### config.mk
export PLATFORM = sky130hd
export DESIGN_NAME = version_triple_compare
export DESIGN_NICKNAME = d
export VERILOG_FILES = /design/src/vtc_pkg.sv /design/src/version_triple_compare.sv /design/src/vtc_parser.sv /design/src/vtc_compare.sv
export SDC_FILE = /design/constraint.sdc
export NUM_CORES = 1
export LEC_CHECK = 0
export ABC_AREA = 1
export BUFFER_PORTS_ARGS = -buffer_cell sky130_fd_sc_hd__buf_2
export CORE_UTILIZATION = 47
export DETAILED_ROUTE_END_ITERATION = 8
export GPL_ROUTABILITY_DRIVEN = 1
export MAX_ROUTING_LAYER = met4
export PLACE_DENSITY = 0.65
export SLEW_MARGIN = 25
export SYNTH_ARGS = -nofsm -noshare
export SYNTH_HDL_FRONTEND = slang
export SYNTH_HIERARCHICAL = 1
export SYNTH_SLANG_ARGS = --single-unit
### constraint.sdc
create_clock -name clk_i -period 9.4 [get_ports clk_i]
set_input_delay 1.41 -clock clk_i [delete_from_list [all_inputs] [get_ports clk_i]]
set_output_delay 1.41 -clock clk_i [all_outputs]
set_load 0.1 [all_outputs]
### src/vtc_pkg.sv
// ----------------------------------------------------------------------------
// vtc_pkg: shared types and constants for the version triple comparator
// Beat layouts, parser phase codes and the character constants that the
// parser, the checker and the testbench use.
// ----------------------------------------------------------------------------
`default_nettype none

package vtc_pkg;

  localparam int unsigned CompW          = 30;
  localparam int unsigned NumCompDefault = 3;
  localparam int unsigned OutComps       = 3;

  localparam logic [CompW-1:0] CompLimit = CompW'(99999999);
  localparam logic [7:0]       ChZero    = 8'h30;
  localparam logic [7:0]       ChNine    = 8'h39;
  localparam logic [7:0]       ChDot     = 8'h2E;

  typedef enum logic [1:0] {
    PhSeek = 2'd0,
    PhComp = 2'd1,
    PhDone = 2'd2
  } phase_e;

  typedef struct packed {
    logic       mode;
    logic [7:0] ch;
    logic       last;
  } in_beat_t;

  typedef struct packed {
    logic             newer;
    logic [CompW-1:0] cand_major;
    logic [CompW-1:0] cand_minor;
    logic [CompW-1:0] cand_patch;
    logic [CompW-1:0] inst_major;
    logic [CompW-1:0] inst_minor;
    logic [CompW-1:0] inst_patch;
  } out_beat_t;

  typedef struct packed {
    logic     step;
    in_beat_t beat;
  } parse_ctl_t;

endpackage

`default_nettype wire

### src/version_triple_compare.sv
// ----------------------------------------------------------------------------
// version_triple_compare: streaming compare of two dotted version strings
// Characters come in one beat at a time on the input channel: first the
// candidate string, then the installed string, each closed by a beat with
// last set. The mode bit of the closing beat says which string it was. A
// candidate string is parsed and held; the closing beat of an installed
// string produces one result beat with both triples and the newer flag.
// Every other input beat produces nothing.
// Throughput: one character beat per cycle, sustained. The input register
// takes a new beat every cycle while the result register is free or drains.
// A closing installed beat passes the input register, then the result
// register, where the result beat is valid; while the result register
// is not free, that beat waits in the input register.
// The parser and the multiply by ten sit between the input register and the
// result register; the triple compare works from the result register.
// Reset clears the parser, the held candidate (to zeros) and both valid
// flags. When the receiver stalls, the result beat holds; character beats
// keep flowing until a second result would be needed, then the input
// register holds that closing beat and in_ready_o drops.
// ----------------------------------------------------------------------------
`default_nettype none

module version_triple_compare #(
  parameter int unsigned NUM_COMPONENTS = vtc_pkg::NumCompDefault
) (
  input  wire logic               clk_i,
  input  wire logic               rst_ni,
  input  wire logic               in_valid_i,
  output logic                    in_ready_o,
  input  wire vtc_pkg::in_beat_t  in_beat_i,
  output logic                    out_valid_o,
  input  wire logic               out_ready_i,
  output vtc_pkg::out_beat_t      out_beat_o
);
  import vtc_pkg::*;

  // input register
  logic     s1_valid_q, s1_valid_d;
  in_beat_t s1_beat_q;
  logic     s1_emit;
  logic     s1_adv;
  logic     in_fire;

  // result register
  logic                                  out_valid_q, out_valid_d;
  logic                                  out_free;
  logic [NUM_COMPONENTS-1:0][CompW-1:0]  res_cand_q;
  logic [NUM_COMPONENTS-1:0][CompW-1:0]  res_inst_q;
  logic [NUM_COMPONENTS-1:0][CompW-1:0]  held_q;
  logic [NUM_COMPONENTS-1:0][CompW-1:0]  fin_triple;
  logic [OutComps-1:0][CompW-1:0]        cand_pad;
  logic [OutComps-1:0][CompW-1:0]        inst_pad;
  logic                                  greater;

  parse_ctl_t parse_ctl;

  // Only a closing installed beat needs the result register; all other
  // beats advance unconditionally.
  assign s1_emit    = s1_beat_q.last && s1_beat_q.mode;
  assign out_free   = !out_valid_q || out_ready_i;
  assign s1_adv     = s1_valid_q && (!s1_emit || out_free);
  assign in_ready_o = !s1_valid_q || s1_adv;
  assign in_fire    = in_valid_i && in_ready_o;

  always_comb begin
    s1_valid_d = s1_valid_q;
    if (in_fire) begin
      s1_valid_d = 1'b1;
    end else if (s1_adv) begin
      s1_valid_d = 1'b0;
    end
  end

  always_ff @(posedge clk_i or negedge rst_ni) begin
    if (!rst_ni) begin
      s1_valid_q <= 1'b0;
    end else begin
      s1_valid_q <= s1_valid_d;
    end
  end

  // payload only; load on accept
  always_ff @(posedge clk_i) begin
    if (in_fire) begin
      s1_beat_q <= in_beat_i;
    end
  end

  assign parse_ctl.step = s1_adv;
  assign parse_ctl.beat = s1_beat_q;

  vtc_parser #(
    .NUM_COMPONENTS (NUM_COMPONENTS)
  ) u_parser (
    .clk_i        (clk_i),
    .rst_ni       (rst_ni),
    .ctl_i        (parse_ctl),
    .fin_triple_o (fin_triple)
  );

  // Hold the last finished candidate; it survives comparisons.
  always_ff @(posedge clk_i or negedge rst_ni) begin
    if (!rst_ni) begin
      held_q <= '0;
    end else if (s1_adv && s1_beat_q.last && !s1_beat_q.mode) begin
      held_q <= fin_triple;
    end
  end

  always_comb begin
    out_valid_d = out_valid_q;
    if (out_valid_q && out_ready_i) begin
      out_valid_d = 1'b0;
    end
    if (s1_adv && s1_emit) begin
      out_valid_d = 1'b1;
    end
  end

  always_ff @(posedge clk_i or negedge rst_ni) begin
    if (!rst_ni) begin
      out_valid_q <= 1'b0;
    end else begin
      out_valid_q <= out_valid_d;
    end
  end

  always_ff @(posedge clk_i) begin
    if (s1_adv && s1_emit) begin
      res_cand_q <= held_q;
      res_inst_q <= fin_triple;
    end
  end

  vtc_compare #(
    .NUM_COMPONENTS (NUM_COMPONENTS)
  ) u_compare (
    .cand_i    (res_cand_q),
    .inst_i    (res_inst_q),
    .greater_o (greater)
  );

  // Pad to three output fields; a fourth component is compared, not shown.
  always_comb begin
    cand_pad = '0;
    inst_pad = '0;
    for (int k = 0; k < OutComps; k++) begin
      if (k < NUM_COMPONENTS) begin
        cand_pad[k] = res_cand_q[k];
        inst_pad[k] = res_inst_q[k];
      end
    end
  end

  assign out_valid_o           = out_valid_q;
  assign out_beat_o.newer      = greater;
  assign out_beat_o.cand_major = cand_pad[0];
  assign out_beat_o.cand_minor = cand_pad[1];
  assign out_beat_o.cand_patch = cand_pad[2];
  assign out_beat_o.inst_major = inst_pad[0];
  assign out_beat_o.inst_minor = inst_pad[1];
  assign out_beat_o.inst_patch = inst_pad[2];

`ifndef SYNTH
  // an empty input register always takes a beat
  a_empty_ready : assert property (@(posedge clk_i) disable iff (!rst_ni)
    !s1_valid_q |-> in_ready_o)
    else $error("input register empty but not ready");

  // a beat that yields no result never stalls
  a_no_result_flows : assert property (@(posedge clk_i) disable iff (!rst_ni)
    (s1_valid_q && !s1_emit) |-> s1_adv)
    else $error("non-result beat stalled");

  // a result appears only after a closing installed beat advanced
  a_result_source : assert property (@(posedge clk_i) disable iff (!rst_ni)
    $rose(out_valid_q) |-> $past(s1_adv && s1_emit))
    else $error("result without closing installed beat");
`endif

endmodule

`default_nettype wire

### src/vtc_parser.sv
// ----------------------------------------------------------------------------
// vtc_parser: dotted version parser, one character per cycle while stepped
// Holds the working triple and parse phase; gives the finished triple of the
// string that ends with the current character.
// ----------------------------------------------------------------------------
`default_nettype none

module vtc_parser #(
  parameter int unsigned NUM_COMPONENTS = vtc_pkg::NumCompDefault
) (
  input  wire logic                                         clk_i,
  input  wire logic                                         rst_ni,
  input  wire vtc_pkg::parse_ctl_t                          ctl_i,
  output logic [NUM_COMPONENTS-1:0][vtc_pkg::CompW-1:0]     fin_triple_o
);
  import vtc_pkg::*;

  localparam int unsigned SlotW = (NUM_COMPONENTS > 1) ? $clog2(NUM_COMPONENTS) : 1;
  localparam logic [SlotW-1:0] LastSlot = SlotW'(NUM_COMPONENTS - 1);

  phase_e                                phase_q, phase_d;
  logic [SlotW-1:0]                      slot_q, slot_d;
  logic                                  ovf_q, ovf_d;
  logic [NUM_COMPONENTS-1:0][CompW-1:0]  work_q, work_d;

  logic             is_digit;
  logic [3:0]       digit;
  logic [CompW-1:0] cur;
  logic [CompW-1:0] cur_next;

  assign is_digit = (ctl_i.beat.ch >= ChZero) && (ctl_i.beat.ch <= ChNine);
  assign digit    = 4'(ctl_i.beat.ch - ChZero);

  always_comb begin
    cur = '0;
    for (int i = 0; i < NUM_COMPONENTS; i++) begin
      if (slot_q == SlotW'(i)) begin
        cur = work_q[i];
      end
    end
  end

  // times ten plus the new digit; stays below 2^30 since cur <= CompLimit here
  assign cur_next = (cur << 3) + (cur << 1) + CompW'(digit);

  always_comb begin
    phase_d = phase_q;
    slot_d  = slot_q;
    ovf_d   = ovf_q;
    work_d  = work_q;
    unique case (phase_q)
      PhSeek: begin
        if (is_digit) begin
          work_d[0] = CompW'(digit);
          slot_d    = '0;
          phase_d   = PhComp;
        end
      end
      PhComp: begin
        if (is_digit) begin
          if (cur > CompLimit) begin
            ovf_d   = 1'b1;
            phase_d = PhDone;
          end else begin
            for (int i = 0; i < NUM_COMPONENTS; i++) begin
              if (slot_q == SlotW'(i)) begin
                work_d[i] = cur_next;
              end
            end
          end
        end else if ((ctl_i.beat.ch == ChDot) && (slot_q != LastSlot)) begin
          slot_d = slot_q + SlotW'(1);
          for (int i = 1; i < NUM_COMPONENTS; i++) begin
            if (slot_q == SlotW'(i - 1)) begin
              work_d[i] = '0;
            end
          end
        end else begin
          phase_d = PhDone;
        end
      end
      PhDone: begin
      end
      default: begin
        phase_d = PhDone;
      end
    endcase
  end

  // an overflow anywhere zeroes the whole triple
  assign fin_triple_o = ovf_d ? '0 : work_d;

  always_ff @(posedge clk_i or negedge rst_ni) begin
    if (!rst_ni) begin
      phase_q <= PhSeek;
      slot_q  <= '0;
      ovf_q   <= 1'b0;
      work_q  <= '0;
    end else if (ctl_i.step) begin
      if (ctl_i.beat.last) begin
        phase_q <= PhSeek;
        slot_q  <= '0;
        ovf_q   <= 1'b0;
        work_q  <= '0;
      end else begin
        phase_q <= phase_d;
        slot_q  <= slot_d;
        ovf_q   <= ovf_d;
        work_q  <= work_d;
      end
    end
  end

endmodule

`default_nettype wire

### src/vtc_compare.sv
// ----------------------------------------------------------------------------
// vtc_compare: lexicographic greater-than of two version triples
// Major component first; the first unequal component decides.
// ----------------------------------------------------------------------------
`default_nettype none

module vtc_compare #(
  parameter int unsigned NUM_COMPONENTS = vtc_pkg::NumCompDefault
) (
  input  wire logic [NUM_COMPONENTS-1:0][vtc_pkg::CompW-1:0] cand_i,
  input  wire logic [NUM_COMPONENTS-1:0][vtc_pkg::CompW-1:0] inst_i,
  output logic                                               greater_o
);
  import vtc_pkg::*;

  logic decided;

  always_comb begin
    greater_o = 1'b0;
    decided   = 1'b0;
    for (int i = 0; i < NUM_COMPONENTS; i++) begin
      if (!decided) begin
        if (cand_i[i] > inst_i[i]) begin
          greater_o = 1'b1;
          decided   = 1'b1;
        end else if (cand_i[i] < inst_i[i]) begin
          decided = 1'b1;
        end
      end
    end
  end

endmodule

`default_nettype wire

==> flow_summary_export.csv, run 1 <==
group,metric,value,unit
outcome,status,"finished, final reports clean",
floorplan,die_y,225,um
layout,diodes,0,
sta,rsz0062_at_grt,"no",
cts,htree_num_levels,2,
grt,grt_pass1_wl,117,mm
cts,clock_latency,0.60,ns
cts,clk_pin_slew,0.06,ns
place,place_hpwl,55.9,mm
setup_path,cp.arrival,5.77,ns
sta,max_freq,0.182,GHz
grt,antenna_found_initial,0,
cts,ctsRootBufferMaster,"clkbuf_16",
sta,hold_ws,0.434,ns
place,io_buffer_count,196,
floorplan,io_pins,197,
synth,synth_edf_count,190,
sta,setup_viol,0,
power_and_ir_drop,power.density,240,mW/mm^2
cts,numCtsBuffers,42,
setup_path,endpoint_kind,"flip-flop",
floorplan,start_util,0.478,
grt,grt_max_degree,151,
min_path,hp-class,"reg -> reg",
power_and_ir_drop,p_total,6300,uW
sta,min_period,5.49,ns
floorplan,chipWidth,225,um
power_and_ir_drop,combPwrFrac,0.400,
grt,grtUsageTotal,0.312,
cts,post-cts-setup-buffer-count,0,
setup_path,worstSetupPathType,"reg -> reg",
synth,avgSynthCellArea,7.49,sq um
cts,cts_tree,"done",
layout,final_cell_mix,"nand2_1 (1268), inv_1 (429), buf_2 (195)",
setup_path,critPathSlowestCell,"buf_4",
sta,fin_setup_tns,0,ns
route,drt_iter0_markers,2272,
route,drt_first_pass_iters,6,
route,via_count,21200,
synth,syn-cell-area,0.0234,sq mm
cts,cts_resized,0,
sta,finClkSkew,0.0324,ns
synth,synth_top_flop_cell,"edfxtp_1",
power_and_ir_drop,switching_power,2760,uW
synth,yosys_warnings,6,
power_and_ir_drop,intPower,3530,uW
synth,syn_nets,3292,
sta,setup_slack,3.91,ns
sta,period_share,0.584,
grt,grt_use_met1,0.438,
cts,cts_hold_buf,0,
layout,n_fill_cell,4757,
place,gp_congestion,1.02,
floorplan,coreArea,0.0491,sq mm
layout,drive_above_1_share,0.108,
cts,clock_sinks,377,
flow_run,max_cap_viol_count,0,
grt,busiest_layer,"met2",
power_and_ir_drop,p_clk_frac,0.267,
route,routed_via_density,5.35,
setup_path,cp_common_cell,"nand2_1",
floorplan,rows,81,
setup_path,path_cells,"inv_1 -> ha_2 -> buf_4 -> inv_2 -> nand2_1 -> o21ai_0 -> fa_1 -> inv_1 -> fa_1 -> inv_1 -> nand3_1 -> nand2_1 -> nand2_1 -> nand2_1 -> nor2_1 -> nor2_1 -> nand2_1 -> o21ai_0 -> nand2_1 -> nand2_1 -> nand2_1 -> nand2_1 -> a21oi_1",
route,wl,77.2,mm
sta,drv_slew,0,
setup_path,reg2reg_slack,3.91,ns
grt,grt_pass1_vias,19400,
synth,ys_seq_elements,377,
layout,final_common_cell,"nand2_1",
setup_path,worstPathMaxFanout,69,
cts,ctsLongestPathBuffers,3,
route,drcViolationCount,0,
synth,syn_inst,3129,
sta,worst_pin_slew,1.11,ns
synth,async_flop_share,0.496,
route,final_antenna_net_count,0,
grt,grt_overflow,0,
setup_path,max_stage_delay,0.60,ns
route,wl_per_cell,19.5,um
setup_path,start_kind,"flip-flop",
sta,finalHoldViolCount,0,
grt,met3_usage,0.0368,
grt,grt_use_met2,0.472,
layout,area_delta_synth_final,12.0,%
power_and_ir_drop,p_leak,0.0133,uW
power_and_ir_drop,p_sw_frac,0.439,
synth,synth_cell_type_count,47,
place,pre_cts_ws,3.93,ns
layout,finalNetCount,3427,
floorplan,die-area,0.0508,sq mm
power_and_ir_drop,ir_drop,0.000147,V
setup_path,required,9.68,ns
sta,relSlewSlack,0.257,
synth,yosysSeqAreaShare,0.443,
power_and_ir_drop,seqPwrFrac,0.334,
==> sequential cells by signal, summed over array words and instances, names as in the netlist <==
signal / count
out_beat_o: 180
u_parser/ovf_q: 1
s1_valid_q: 1
u_parser/phase_q: 2
u_parser/work_q: 90
parse_ctl: 10
u_parser/slot_q: 2
out_valid_o: 1
held_q: 90
==> final cells by class <==
type                            count  area (sq um)  share of cell area
Multi-Input combinational cell   2180         10800               0.411
Sequential cell                   377         10400               0.395
Inverter                          448          1690              0.0644
Timing Repair Buffer              215          1170              0.0445
Clock buffer                       49          1100              0.0418
Tap cell                          664           831              0.0316
Clock inverter                     29           298              0.0113
==> cell families (layout without fill, tap and decap cells) <==
logic type / after synthesis / count (layout) / share of synthesized area
AO/OA/AOI/OAI: 388 / 388 / 0.0936
XOR/XNOR: 9 / 9 / 0.00336
flip-flops: 377 / 377 / 0.443
adder cells (fa/ha/maj): 149 / 149 / 0.0802
buffers and inverters: 572 / 741 / 0.0985
AND/OR/NAND/NOR: 1634 / 1634 / 0.281
==> stage by stage <==
step           cells  area [sq um]  utilization
6_report        3962         26300        0.535
5_1_grt         3962         26300        0.535
4_1_cts         3961         26200        0.535
3_5_place_dp    3883         24800        0.506
3_3_place_gp    3883         24800        0.506
2_1_floorplan   3129         23400            -
==> power by group through the flow <==
stage	clock (uW)	sequential, uW	combinational [uW]
3_3_place_gp	0	2120	2440
5_1_grt	1770	2120	2750
6_report	1680	2100	2520
3_5_place_dp	0	2130	2470
4_1_cts	1710	2100	2480
2_1_floorplan	0	2340	1490
==> Yosys cell counts, types with 3 or more instances <==
cell	count	area, sq um
nand2_1	1268	4760
inv_1	432	1620
edfxtp_1	190	5710
dfrtp_1	187	4680
nand3_1	168	841
ha_1	147	1840
a21oi_1	134	671
nor2_1	124	465
o21ai_1	82	410
clkbuf_1	70	263
o21ai_0	64	320
o31ai_1	33	248
a31oi_1	31	194
buf_2	25	125
buf_6	13	146
nand2_2	13	81.3
nand4_1	12	75.1
and2_1	11	68.8
inv_2	11	41.3
o21ai_2	11	96.3
a21o_1	9	67.6
nor2_2	9	56.3
buf_1	8	30.0
buf_4	8	60.1
nor3_1	7	35.0
o22ai_1	6	37.5
a21oi_2	5	43.8
a221oi_1	5	43.8
or2_2	5	31.3
xnor2_1	5	43.8
clkinv_1	4	15.0
nand3b_1	4	30.0
nor2_4	4	45.0
xor2_1	4	35.0
o21bai_1	3	22.5
==> routing by layer <==
layer  wire length (um)  up-vias  share of wire
met3               5430      136          0.070
met5                  0        -              0
met1              34800     9952           0.45
met2              34600      892           0.45
met4               2390        0          0.031
li1                   -    10200              -
==> final timing paths <==
check	from	end	cells after the start
worst max register to register	u_parser/slot_q[0]	out_beat_o[40]	23
min in group asynchronous	rst_ni	held_q[17]	1
worst min register to register	held_q[9]	out_beat_o[159]	0
max in group asynchronous	rst_ni	u_parser/work_q[60]	3
worst min-delay path	held_q[9]	out_beat_o[159]	0
worst max-delay path	u_parser/slot_q[0]	out_beat_o[40]	23
==> critical path: cells and delay by family (launching register included) <==
family	cells	cell delay [ns]
AND/OR/NAND/NOR	12	1.71
buffers and inverters	5	1.42
adder cells (fa/ha/maj)	3	1.26
AO/OA/AOI/OAI	3	0.40
flip-flops	1	0.38
Power figures use the tool's default switching activity.
==> run 2: changes to the inputs <==
--- a/config.mk
+++ b/config.mk
@@ -5,13 +5,13 @@
 export SDC_FILE = /design/constraint.sdc
 export NUM_CORES = 1
 export LEC_CHECK = 0
-export ABC_AREA = 1
+export ABC_AREA = 0
 export BUFFER_PORTS_ARGS = -buffer_cell sky130_fd_sc_hd__buf_2
 export CORE_UTILIZATION = 47
 export DETAILED_ROUTE_END_ITERATION = 8
 export GPL_ROUTABILITY_DRIVEN = 1
 export MAX_ROUTING_LAYER = met4
-export PLACE_DENSITY = 0.65
+export PLACE_DENSITY = 0.66
 export SLEW_MARGIN = 25
 export SYNTH_ARGS = -nofsm -noshare
 export SYNTH_HDL_FRONTEND = slang
==> constraint.sdc (replaced) <==
create_clock -name clk_i -period 5.1 [get_ports clk_i]
set_input_delay 0.765 -clock clk_i [delete_from_list [all_inputs] [get_ports clk_i]]
set_output_delay 0.765 -clock clk_i [all_outputs]
set_load 0.1 [all_outputs]
==> flow_summary_export.csv, run 2 <==
group,metric,value,unit
cts,clock_sinks,377,
power_and_ir_drop,ir_drop,0.000187,V
grt,grt_overflow,0,
cts,ctsRootBufferMaster,"clkbuf_16",
sta,fin_setup_tns,0,ns
route,drt_iter0_markers,1182,
layout,n_fill_cell,3420,
synth,synth_top_flop_cell,"edfxtp_1",
place,gp_congestion,0.955,
power_and_ir_drop,power.density,301,mW/mm^2
cts,cts_tree,"done",
setup_path,worstSetupPathType,"reg -> reg",
setup_path,worstPathMaxFanout,28,
cts,clk_pin_slew,0.06,ns
flow_run,max_cap_viol_count,0,
sta,setup_viol,0,
cts,post-cts-setup-buffer-count,0,
synth,synthTopCellsByCount,"edfxtp_1 (190), dfrtp_1 (187), ha_1 (147), a22o_1 (136), inv_1 (117)",
place,io_buffer_count,196,
sta,hold_ws,0.262,ns
route,wl,52.3,mm
power_and_ir_drop,p_total,6790,uW
place,pre_cts_ws,0.278,ns
grt,grt_max_degree,115,
power_and_ir_drop,p_leak,0.0106,uW
setup_path,endpoint_kind,"flip-flop",
sta,rsz0062_at_grt,"no",
sta,max_freq,0.210,GHz
grt,met3_usage,0.0460,
grt,grtUsageTotal,0.251,
floorplan,die_y,206,um
synth,yosysMostFrequentCell,"edfxtp_1",
place,place_hpwl,37.6,mm
setup_path,cp.arrival,5.21,ns
synth,syn_nets,1725,
floorplan,die-area,0.0424,sq mm
layout,multi_input_area,0.00824,sq mm
floorplan,start_util,0.477,
synth,yosysTopAreaCell,"edfxtp_1",
synth,synth_cell_type_count,80,
route,drt_first_pass_iters,5,
layout,finalNetCount,1943,
sta,min_period,4.76,ns
place,dp.cells,2271,
grt,grt_use_met1,0.350,
synth,yosysSeqAreaShare,0.532,
sta,worst_pin_slew,0.942,ns
setup_path,start_kind,"flip-flop",
layout,drive_above_1_share,0.244,
layout,area_delta_synth_final,15.3,%
route,final_antenna_net_count,0,
outcome,status,"finished, final reports clean",
cts,clock_latency,0.57,ns
min_path,hp-class,"in -> async",
layout,largest_register_ffs,180,
synth,synth_top_area_share,0.292,
layout,final_common_cell,"buf_2",
sta,drv_slew,0,
layout,final_cell_mix,"buf_2 (195), edfxtp_1 (190), dfrtp_1 (187)",
floorplan,rows,74,
synth,synth_area_leaders,"edfxtp_1 (29%), dfrtp_1 (24%), ha_1 (9.4%), mux2_4 (6.9%), a22o_1 (6.1%)",
route,via_count,13800,
layout,diodes,0,
grt,grt_pass1_wl,78.1,mm
route,routed_via_density,5.91,
sta,finalHoldViolCount,0,
floorplan,io_pins,197,
cts,numCtsBuffers,39,
route,wl_per_cell,22.3,um
route,drcViolationCount,0,
synth,syn_inst,1562,
grt,busiest_layer,"met2",
cts,ctsLongestPathBuffers,3,
layout,regArea,0.0104,sq mm
synth,syn-cell-area,0.0195,sq mm
synth,async_flop_share,0.496,
synth,ys_seq_elements,377,
cts,htree_num_levels,2,
sta,finClkSkew,0.0184,ns
synth,yosys_warnings,6,
sta,period_share,0.934,
grt,grt_use_met2,0.373,
synth,avgSynthCellArea,12.5,sq um
synth,synth_edf_count,190,
sta,setup_slack,0.336,ns
layout,layout.cells.non_filler,2343,
setup_path,required,5.55,ns
floorplan,chipWidth,206,um
grt,antenna_found_initial,0,
floorplan,coreArea,0.0409,sq mm
sta,relSlewSlack,0.372,
grt,grt_pass1_vias,13200,
-- run 2: changes by cell type in the layout (fill, tap and decap cells not counted), moves of 26 or more --
cell     before  now
a21oi_1     134  101
a22o_1        0  136
buf_4        16   49
inv_1       429  117
mux2_4        0   90
nand2_1    1268   89
nand3_1     168   47
nor2_1      120   44
o21ai_0      64   35
o21ai_1      81    3
o31ai_1      33    7
-- run 2: worst max-delay path, stage by stage, from the launching register on --
cell	delay, ns
dfrtp_1	0.41
inv_1	0.10
ha_1	0.29
buf_4	0.36
a21oi_1	0.07
a2bb2oi_1	0.47
nand2_1	0.14
o31ai_1	0.59
a31oi_1	0.23
a41oi_4	0.63
buf_4	0.33
nor3_4	0.06
buf_4	0.27
a22o_1	0.38
mux2_4	0.29
-- run 2: final timing paths --
| kind | startpoint | to | slack (ns) | depth (start not counted) |
|---|---|---|---|---|
| min in group clk_i | in_beat_i[6] | parse_ctl[6] | 0.38 | 1 |
| min reg2reg | held_q[0] | out_beat_o[150] | 0.44 | 0 |
| max | u_parser/slot_q[0] | held_q[31] | 0.34 | 14 |
| min | rst_ni | held_q[2] | 0.26 | 1 |
| max in group asynchronous | rst_ni | held_q[29] | 3.81 | 2 |
| max reg2reg | u_parser/slot_q[0] | held_q[31] | 0.34 | 14 |
-- run 2: through the flow --
step                utilization  area, sq um
floorplan                     -        19500
detailed placement        0.517        21200
finish                    0.551        22500
CTS                       0.550        22500
global route              0.551        22500
global placement          0.517        21200
-- run 2: cell families (layout without fill, tap and decap cells) --
kind of cell / after synthesis / in the layout / share of synthesized area
simple gates: 318 / 318 / 0.0872
buf+inv: 192 / 441 / 0.0505
compound gates: 414 / 414 / 0.155
flops: 377 / 377 / 0.532
mux: 93 / 93 / 0.0707
fa+ha+maj: 149 / 149 / 0.0962
xor+xnor: 19 / 19 / 0.00852
-- run 2: what timing repair did --
action | CTS | global route
gates resized for setup | 0 | 9
hold buffers | 0 | 0
endpoints found under the setup margin | 0 | 28
-- run 2: layer usage --
metal / up-vias / wire [um]
met5: - / 0
met4: 0 / 1340
met3: 83 / 4040
met2: 572 / 23700
met1: 6883 / 23200
li1: 6306 / -
-- run 2: power by group --
group          leakage, uW  internal [uW]  total, uW  switching (uW)
clock network     0.000642           1740       2960            1230
logic              0.00551           99.9        551             451
registers          0.00441           3240       3280            35.3
-- run 2: final cells by class --
type                       instances  area share
multi-input combinational        993       0.366
sequential                       377       0.461
inverter                         118      0.0197
clock inverter                    27      0.0124
clock buffer                      45      0.0466
tap                              532      0.0295
timing repair buffer             251      0.0652
==> run 3: changes to the inputs <==
--- a/config.mk
+++ b/config.mk
@@ -11,7 +11,7 @@
 export DETAILED_ROUTE_END_ITERATION = 8
 export GPL_ROUTABILITY_DRIVEN = 1
 export MAX_ROUTING_LAYER = met4
-export PLACE_DENSITY = 0.66
+export PLACE_DENSITY = 0.68
 export SLEW_MARGIN = 25
 export SYNTH_ARGS = -nofsm -noshare
 export SYNTH_HDL_FRONTEND = slang
==> constraint.sdc (replaced) <==
create_clock -name clk_i -period 4.01 [get_ports clk_i]
set_input_delay 0.6015 -clock clk_i [delete_from_list [all_inputs] [get_ports clk_i]]
set_output_delay 0.6015 -clock clk_i [all_outputs]
set_load 0.1 [all_outputs]
==> flow_summary_export.csv, run 3 (same netlist as run 2, synthesis figures left out) <==
group,metric,value,unit
setup_path,start_kind,"flip-flop",
sta,min_period,4.17,ns
place,place_hpwl,41.1,mm
layout,final_common_cell,"buf_2",
place,io_buffer_count,196,
sta,finalHoldViolCount,0,
power_and_ir_drop,ir_drop,0.000264,V
cts,ctsRootBufferMaster,"clkbuf_16",
layout,drive_above_1_share,0.378,
floorplan,chipWidth,206,um
grt,antenna_found_initial,0,
route,routed_via_density,5.88,
layout,multi_input_area,0.00953,sq mm
grt,grt_use_met2,0.395,
setup_path,endpoint_kind,"flip-flop",
min_path,hp-class,"in -> async",
setup_path,worstSetupPathType,"reg -> reg",
setup_path,cp.arrival,4.59,ns
grt,met3_usage,0.0519,
flow_run,max_cap_viol_count,0,
floorplan,coreArea,0.0409,sq mm
layout,n_fill_cell,3095,
cts,cts_tree,"done",
cts,ctsLongestPathBuffers,3,
sta,period_share,1.04,
sta,setup_slack,-0.163,ns
layout,area_delta_synth_final,29.7,%
power_and_ir_drop,p_total,8700,uW
cts,clock_latency,0.55,ns
sta,hold_ws,0.0484,ns
sta,relSlewSlack,0.360,
layout,final_cell_mix,"buf_2 (194), edfxtp_1 (190), dfrtp_1 (185)",
route,drcViolationCount,0,
floorplan,io_pins,197,
grt,grt_pass1_wl,83.5,mm
layout,layout.cells.non_filler,2504,
sta,worst_pin_slew,0.958,ns
floorplan,die_y,206,um
cts,htree_num_levels,2,
layout,diodes,0,
layout,post-route-util,0.619,
route,final_antenna_net_count,0,
setup_path,required,4.43,ns
grt,grt_overflow,0,
grt,grt_pass1_vias,14300,
grt,grt_max_degree,102,
place,gp_congestion,0.953,
route,drt_iter0_markers,1343,
sta,fin_setup_tns,-1.90,ns
place,dp.cells,2412,
power_and_ir_drop,p_leak,0.0118,uW
route,via_count,14700,
grt,grt_use_met1,0.373,
outcome,status,"finished, violations left",
outcome,violations,"negative setup slack",
layout,regArea,0.0104,sq mm
sta,drv_slew,0,
cts,clk_pin_slew,0.06,ns
floorplan,die-area,0.0424,sq mm
grt,busiest_layer,"met2",
grt,grtUsageTotal,0.267,
cts,clock_sinks,377,
route,wl_per_cell,22.5,um
route,wl,56.3,mm
layout,finalNetCount,2105,
floorplan,start_util,0.477,
floorplan,rows,74,
sta,rsz0062_at_grt,"yes",
route,drt_first_pass_iters,5,
setup_path,worstPathMaxFanout,8,
cts,cts_hold_buf,0,
sta,max_freq,0.240,GHz
power_and_ir_drop,power.density,343,mW/mm^2
sta,setup_viol,27,
cts,numCtsBuffers,38,
layout,largest_register_ffs,180,
sta,finClkSkew,0.0296,ns
## run 3: cell type report
class | instances | area share
tap | 532 | 0.0263
multi-input combinational | 993 | 0.376
clock inverter | 11 | 0.00908
timing repair buffer | 414 | 0.117
clock buffer | 59 | 0.0438
sequential | 377 | 0.410
inverter | 118 | 0.0177
## run 3: through the flow
stage | setup WS (ns) | area (sq um)
global placement | -0.254 | 22600
detailed placement | -0.320 | 22600
CTS | -0.0969 | 24500
global route | -0.290 | 25300
finish | -0.163 | 25300
floorplan | -0.204 | 19800
## run 3: worst paths after layout
check | startpoint | end | slack [ns] | cells after the start
max | u_parser/slot_q[1] | held_q[20] | -0.16 | 19
min | rst_ni | held_q[27] | 0.05 | 1
max reg2reg | u_parser/slot_q[1] | held_q[20] | -0.16 | 19
min reg2reg | held_q[63] | out_beat_o[93] | 0.45 | 0
max in group asynchronous | rst_ni | u_parser/work_q[73] | 2.99 | 2
min in group clk_i | in_beat_i[4] | parse_ctl[4] | 0.24 | 1
## run 3: report_power, final
part / internal [uW] / switching [uW]
Combinational: 158 / 593
Sequential: 4120 / 45.0
Clock: 2310 / 1470
## run 3: what timing repair did
action,in CTS,in global routing
setup endpoints to repair,133,134
resized for setup,76,122
cloned,0,1
setup buffers,17,15
pin swaps,48,70
## run 3: critical path, stage by stage, from the launching register on
cell and delay, ns:
dfrtp_1 0.40, inv_2 0.10, ha_4 0.21, nor3_2 0.07
a21oi_2 0.14, o21ai_2 0.11, fa_2 0.59, inv_2 0.06
fa_2 0.41, nor2b_4 0.15, o31ai_4 0.09, a211oi_4 0.34
o41ai_4 0.10, buf_6 0.16, o21ai_4 0.20, buf_4 0.15
xor2_1 0.05, buf_4 0.17, a22o_4 0.25, mux2_4 0.27
## run 3: per-layer routing
layer / up-vias / part of all wire
met4: 0 / 0.026
met2: 632 / 0.45
met5: - / 0
li1: 6642 / -
met3: 84 / 0.085
met1: 7359 / 0.44
